File: src/sv/nbbc_pkg.sv
// nbbc_pkg: payload structs, action codes, sequencer states and fixed sizes
// for the histogram base caller. No dependencies.
package nbbc_pkg;

    localparam int NFEAT     = 8;
    localparam int CLASSES   = 4;
    localparam int FRAC_BITS = 16;

    typedef enum logic [1:0] {
        ACT_RANGE    = 2'd0,
        ACT_TRAIN    = 2'd1,
        ACT_CLASSIFY = 2'd2,
        ACT_CLEAR    = 2'd3
    } t_action;

    typedef struct packed {
        t_action     action;
        logic [15:0] a_signal;
        logic [15:0] c_signal;
        logic [15:0] g_signal;
        logic [15:0] t_signal;
        logic [15:0] a_noise;
        logic [15:0] c_noise;
        logic [15:0] g_noise;
        logic [15:0] t_noise;
    } t_nbbc_in;

    typedef struct packed {
        logic [1:0]  called_base;
        logic        no_call;
        logic [15:0] error_fraction;
    } t_nbbc_out;

    typedef enum logic [3:0] {
        S_CLEAR,
        S_IDLE,
        S_BIN_GO,
        S_BIN_WAIT,
        S_TRN_RD,
        S_TRN_LAT,
        S_TRN_WR,
        S_CLS_INIT,
        S_CLS_RD,
        S_CLS_LAT,
        S_CLS_MUL,
        S_CLS_SUM,
        S_CLS_END,
        S_DIV,
        S_PUSH
    } t_state;

    typedef struct packed {
        logic start;
        logic done;
    } t_bin_ctl;

endpackage

File: src/sv/nbbc_binner.sv
// nbbc_binner: bins one feature value against its range with a
// bit-per-cycle restoring divider. Uses nbbc_pkg.
module nbbc_binner #(
    parameter int BINS        = 15,
    parameter int SAMPLE_BITS = 16,
    parameter int BIN_W       = 4
) (
    input  logic                   i_clk,
    input  logic                   i_rst_n,
    input  nbbc_pkg::t_bin_ctl     i_ctl,
    output nbbc_pkg::t_bin_ctl     o_ctl,
    input  logic [SAMPLE_BITS-1:0] i_x,
    input  logic [SAMPLE_BITS-1:0] i_lo,
    input  logic [SAMPLE_BITS-1:0] i_hi,
    output logic [BIN_W-1:0]       o_bin
);
    import nbbc_pkg::*;

    localparam int NW = SAMPLE_BITS + BIN_W;
    localparam int KW = $clog2(BIN_W + 1);

    logic          r_busy, n_busy;
    logic          r_done, n_done;
    logic [KW-1:0] r_step, n_step;
    logic [NW-1:0] r_rem, n_rem;
    logic [NW-1:0] r_den, n_den;
    logic [BIN_W-1:0] r_q, n_q;

    always_comb begin
        n_busy = r_busy;
        n_done = 1'b0;
        n_step = r_step;
        n_rem  = r_rem;
        n_den  = r_den;
        n_q    = r_q;
        if (i_ctl.start) begin
            if (i_x <= i_lo) begin
                n_q    = '0;
                n_done = 1'b1;
            end else if (i_x >= i_hi) begin
                n_q    = BIN_W'(BINS);
                n_done = 1'b1;
            end else begin
                n_busy = 1'b1;
                n_rem  = NW'(i_x - i_lo) * NW'(BINS);
                n_den  = NW'(i_hi - i_lo) << (BIN_W - 1);
                n_step = KW'(BIN_W - 1);
                n_q    = '0;
            end
        end else if (r_busy) begin
            if (r_rem >= r_den) begin
                n_rem = r_rem - r_den;
                n_q   = BIN_W'({r_q, 1'b1});
            end else begin
                n_q   = BIN_W'({r_q, 1'b0});
            end
            n_den = r_den >> 1;
            n_step = r_step - KW'(1);
            if (r_step == '0) begin
                n_busy = 1'b0;
                n_done = 1'b1;
            end
        end
    end

    always_ff @(posedge i_clk) begin
        if (!i_rst_n) begin
            r_busy <= 1'b0;
            r_done <= 1'b0;
        end else begin
            r_busy <= n_busy;
            r_done <= n_done;
        end
        r_step <= n_step;
        r_rem  <= n_rem;
        r_den  <= n_den;
        r_q    <= n_q;
    end

    assign o_ctl.start = r_busy;
    assign o_ctl.done  = r_done;
    assign o_bin       = r_q;
endmodule

File: config.mk
export PLATFORM = sky130hd
export DESIGN_NAME = nbbc_binner
export DESIGN_NICKNAME = d
export VERILOG_FILES = /design/src/sv/nbbc_pkg.sv /design/src/sv/nbbc_binner.sv
export SDC_FILE = /design/constraint.sdc
export NUM_CORES = 1
export LEC_CHECK = 0
export BUFFER_PORTS_ARGS = -buffer_cell sky130_fd_sc_hd__buf_2
export CORE_MARGIN = 2
export CORE_UTILIZATION = 40
export CTS_BUF_LIST = sky130_fd_sc_hd__clkbuf_8
export DETAILED_ROUTE_END_ITERATION = 12
export GPL_ROUTABILITY_DRIVEN = 1
export SLEW_MARGIN = 10
export SYNTH_ARGS = -nofsm -noshare
export SYNTH_HDL_FRONTEND = slang
export SYNTH_SLANG_ARGS = --single-unit
File: constraint.sdc
create_clock -name i_clk -period 7.15 [get_ports i_clk]
set_input_delay 0.715 -clock i_clk [delete_from_list [all_inputs] [get_ports i_clk]]
set_output_delay 0.715 -clock i_clk [all_outputs]
set_load 0.02 [all_outputs]
# Word level (Yosys, flattened, before mapping)
# Index checks and enable logic that the tools add are counted.
# word_totals
register_bits,49
in_bits,52
out_inout_bits,6
word_cells,50
# op_classes
addsub,4
multipliers,1
magnitude_cmp,3
n_eq_ne,2
muxes,28
n_reduce_logical,6
# op_table
operator,n
$mux 20,9
$sub 16x16->17,2
$ge 20x20->1,1
$mul 20x4->20 const B,1
$sub 20x20->20,1
$ge 16x16->1,1
$le 16x16->1,1
$mux 4,4
$mux 3,4
$mux 1,11
$ne 2x2->1 const B,2
$reduce_and 4->1,1
$reduce_bool 2->1,2
$logic_not 3->1,1
$reduce_and 3->1,1
$sub 3x1->3 const B,1
$reduce_and 2->1,1

# Longest topological paths before layout
# depth
word_depth,5
mapped_depth,23
depth_no_buf,23

# Least setup slack after synthesis
# Ideal clock, no wire load.
# synth_path
path_type,input port to flip-flop
start,input i_lo[1]
end,register r_rem[19] (data pin)
setup_time_ps,268
arrival_ps,5425
t_required_ps,6882
slack_ps,1458
path_stages,21
path_buffers,0
path_cell_list,inv_1 > ha_1 > nor2b_1 > o21ai_1 > a21oi_1 > nor4_2 > o21bai_2 > a311o_1 > o31a_1 > xnor2_1 > fa_1 > inv_1 > fa_1 > ha_1 > a21o_1 > a211o_1 > o22a_1 > o31ai_4 > xor2_1 > xnor2_1 > mux2i_1
# synth_between
elab_chain_len,5
# synth_rtl
item,line_no,text
start: declaration,nbbc_binner.sv:13,"input logic [SAMPLE_BITS-1:0] i_lo,"
$sub 16x16->17,nbbc_binner.sv:45,n_rem = NW'(i_x - i_lo) * NW'(BINS);
$mul 20x4->20,nbbc_binner.sv:45,
$mux 20,nbbc_binner.sv:40,end else if (i_x >= i_hi) begin
$mux 20,nbbc_binner.sv:37,if (i_x <= i_lo) begin
$mux 20,nbbc_binner.sv:36,if (i_ctl.start) begin
via n_rem[19],nbbc_binner.sv:25,"logic [NW-1:0] r_rem, n_rem;"
end signal: assignment,nbbc_binner.sv:75,r_rem <= n_rem;
end: declaration,nbbc_binner.sv:25,
# The timed path passes the listed nets, and every way through them passes these cells. The select of a mux whose other input is x is not followed.
# A chain may end at the register's enable or synchronous reset.

# Worst setup path in the final report
# layout_path
start,input i_x[0]
end,register r_rem[19] (data pin)
# layout_between
elab_chain_len,5
# layout_rtl
item,line_no,text
start: declaration,nbbc_binner.sv:12,"input logic [SAMPLE_BITS-1:0] i_x,"
$sub 16x16->17,nbbc_binner.sv:45,
$mul 20x4->20,nbbc_binner.sv:45,
$mux 20,nbbc_binner.sv:40,
$mux 20,nbbc_binner.sv:37,
$mux 20,nbbc_binner.sv:36,
via n_rem[19],nbbc_binner.sv:25,
# The timed path passes the listed nets, and every way through them passes these cells. The select of a mux whose other input is x is not followed.

==> impl_results.md <==
- Status: finished clean
- Hold crit path type: flop to flop
- Clk buf depth: 2
- Fraction of layout cells with a size suffix above 1: between 10% and 20%
- CP peak stage delay: approximately 500 ps
- Flop2flop setup slack: roughly 3800 ps
- Post-synthesis mux area share: 1.07%
- Worst slew pin tran: 1010 ps
- Rel. slew slack: between 30 and 40%
- DP HPWL: ~12,000 um
- Worst hold margin: about 550 ps
- Crit-path max FO: 5
- Synth Area in XOR/XNOR: a little under a tenth
- Fill cells: approximately 1,700
- Synth Area in Compound Gates: around 23%
- Vias after detailed routing: about 5,300
- Hold worst-path end: r_busy
- P per Cell Area: 371 mW/mm2
- Setup TNS: 0 ps
- Initial Util: approximately 41%
- Die ar.: 0.0177 mm2
- Worst IR Drop VDD: about 150 uV
- Io pins: 58
- Final GP Congestion: 0.836
- CTS Sinks: just under 50
- Vias in the first global route: roughly 5,200
- Fmax: about 170 MHz
- Core area: ~0.016 mm2
- Worst path cell trace: buf_2 > inv_1 > ha_1 > fa_1 > nor2b_1 > o31a_1 > o21ai_1 > nor2_1 > o21ai_1 > nand2b_1 > a21oi_1 > xor2_1 > fa_1 > inv_1 > fa_1 > ha_1 > a21o_1 > a211o_1 > o22a_1 > o31ai_4 > xor2_1 > xnor2_1 > mux2i_1
- Number of synthesized flops with an enable pin: 47
- Row count: 47
- Crit path top cell by count: fa_1
- RR Endpoint: r_rem[8]
- Routed WL: 14,500 um
- WS Path Type: input port to flop
- Final #Nets: about 980
- Syn Nets: about 930
- Synth Area in Adders: between 20% and 30%
- GRT overflow: 0
- Drt via density: 5.14
- Worst-path clk slew: approximately 90 ps
- Post-synthesis average cell area: just under 9 um2
- Final worst path period need: 5750 ps
- Worst-skew pair later-pin latency: around 310 ps
- Gate Count Post-Synth: roughly 760
- Wire length per cell: 14.1 um
- CTS H-tree depth: 2
- Post-synthesis register bit count: between 40 and 50
- Area delta synth->final: 9.17%
- Max-Cap Viols: 0
- TritonCTS clock tree: yes
- R2R depth: 9
- WP data arrival: ~5800 ps
- Simple logic cell fraction of the synthesized area: ~11%
- Die span in x: between 100 and 150 um
- Clock Skew: 3.99 ps
- TritonRoute pass-1 iters: 4
- Ys Warns: 0
- Final setup violation count: 0
- Port Buffers: 56
- Hold path depth: 2
- CP max stage cell: fa_1
- Antenna cells: 0
- Hold-fix buffers, CTS: 0
- Required time worst endpoint: between 7000 and 8000 ps
- Multi-input gate area: around 0.0047 mm2
- Beginning of the worst hold path: r_busy
- Fin. Hold Viols: 0
- Clock buffer count from CTS: 5
- Register area share after synthesis: 21.8%
- Yosys cell types: 70
- GRT Overall Usage: between 10% and 20%
- Predominant post-synthesis flop cell: edfxtp_1
- RSZ-0062 raised after global routing: no
- Static Leakage: approximately 3.5 nW
- Startpoint types: input port
- Max-slew violation count: 0
- Largest family of logic cells by synthesized area: adder cells
- Post-CTS resize count: 0
- FF/Latch Area: 0.00145 mm2
- Drt drc: 0
- Final ANT Viol Nets: 0
- RR Startpoint: r_den[0]
- Post-route clock period utilization: around 80%
- First-pass GRT wire length: 24,700 um
- Initial DRC Count: 188
- Clock root cell: clkbuf_8
- Crit end category: flop
- Fin util: between 40 and 50%
- Antenna violations before repair: 0
- Asr flop ratio synth: 0%
- Synthesized area: between 0.006 and 0.007 mm2
- Setup bufs post-CTS: 0
- Die Height: approximately 130 um
- Largest net degree at the start of global routing: 68
-- cell usage in the layout, fill, tap and decap left out, types with 3 or more instances in the layout --
master and n:
o21ai_0 44, nand2b_1 11, or3_1 6, ha_1 93, inv_1 111, a211o_1 8, buf_4 3, mux2i_1 6
a21o_1 34, buf_2 56, nand3_1 5, clkbuf_8 5, nor2_1 34, a31oi_1 4, o21a_1 13, o31ai_1 4
edfxtp_1 47, o211ai_1 5, nor2b_1 10, xnor2_2 3, nor3_1 9, and3_1 10, xnor2_1 36, fa_1 27
o31a_1 5, a211oi_1 6, maj3_1 5, nand2_1 53, nand4_1 8, a21oi_1 52, xor2_1 24, o21ai_1 17
o22ai_1 3, o21bai_1 5
-- critical path: cells and delay by family --
| family | cells | cell delay, ps |
|---|---|---|
| adder cells (fa/ha/maj) | 5 | 1700 |
| AO/OA/AOI/OAI | 8 | 1980 |
| buffers and inverters | 3 | 240 |
| AND/OR/NAND/NOR | 3 | 300 |
| XOR/XNOR | 3 | 760 |
| multiplexers | 1 | 80 |
-- report_power, final --
part	leakage (nW)	internal [W]	total (W)	switching, W
Combinational	3.02	0.000942	0.00211	0.00116
Clock	0.0462	0.0000697	0.000170	0.0000998
Sequential	0.455	0.000415	0.000429	0.0000139
Total	3.52	0.00143	0.00270	0.00128
-- worst max-delay path by stage --
stage,start,to,slack (ps)
2_1_floorplan,i_lo[1],r_rem[19],1460
6_report,i_x[0],r_rem[19],1400
4_1_cts,i_x[0],r_rem[19],1370
3_5_place_dp,i_x[0],r_rem[19],1040
3_3_place_gp,i_x[0],r_rem[19],1120
5_1_grt,i_x[0],r_rem[19],1030
-- per-stage QoR --
stage	setup slack [ps]	cells	power, W	instance area (um2)
2_1_floorplan	1460	757	0.00216	6670
3_3_place_gp	1120	1022	0.00253	7190
3_5_place_dp	1040	1022	0.00254	7190
4_1_cts	1370	1030	0.00273	7280
5_1_grt	1030	1030	0.00302	7280
6_report	1400	1030	0.00270	7280
-- kinds of logic (layout without fill, tap and decap cells) --
logic type,after synthesis,in the layout
compound gates,229,229
xor+xnor,65,65
fa+ha+maj,125,125
buf+inv,125,178
flops,49,49
mux,7,7
simple gates,157,157
-- sequential cells by signal, summed over array words and instances (netlist names) --
name    cells
r_step      3
r_rem      20
r_done      1
o_bin       4
r_den      20
r_busy      1
-- synth_stat cells (all sizes together) (9+ instances only) --
library cell / n / area (um2)
ha: 93 / 1160
nand2: 53 / 199
xor2: 25 / 238
and3: 10 / 62.6
nor2b: 10 / 62.6
edfxtp: 47 / 1410
nor3: 9 / 45.0
a21oi: 53 / 269
fa: 27 / 541
nand2b: 11 / 68.8
o21ai: 63 / 319
clkbuf: 11 / 41.3
xnor2: 39 / 364
nor2: 34 / 128
inv: 111 / 417
a21o: 34 / 255
o21a: 13 / 97.6
-- final cells by class --
type	count	share of cell area, %
sequential	49	19.9
timing repair buffer	59	4.16
inverter	111	5.72
tap	220	3.78
clock inverter	3	0.292
multi-input combinational	583	65.2
clock buffer	5	0.945
-- metal layers --
metal / routed length (um) / global-route usage (%) / vias to the layer above
met2: 6480 / 28.4 / 85
met3: 523 / 1.37 / 22
met5: 0 / 0 / -
met4: 298 / 4.96 / 0
li1: - / - / 2772
met1: 7190 / 23.8 / 2413
No activity file was read; power rests on OpenSTA's default activity.
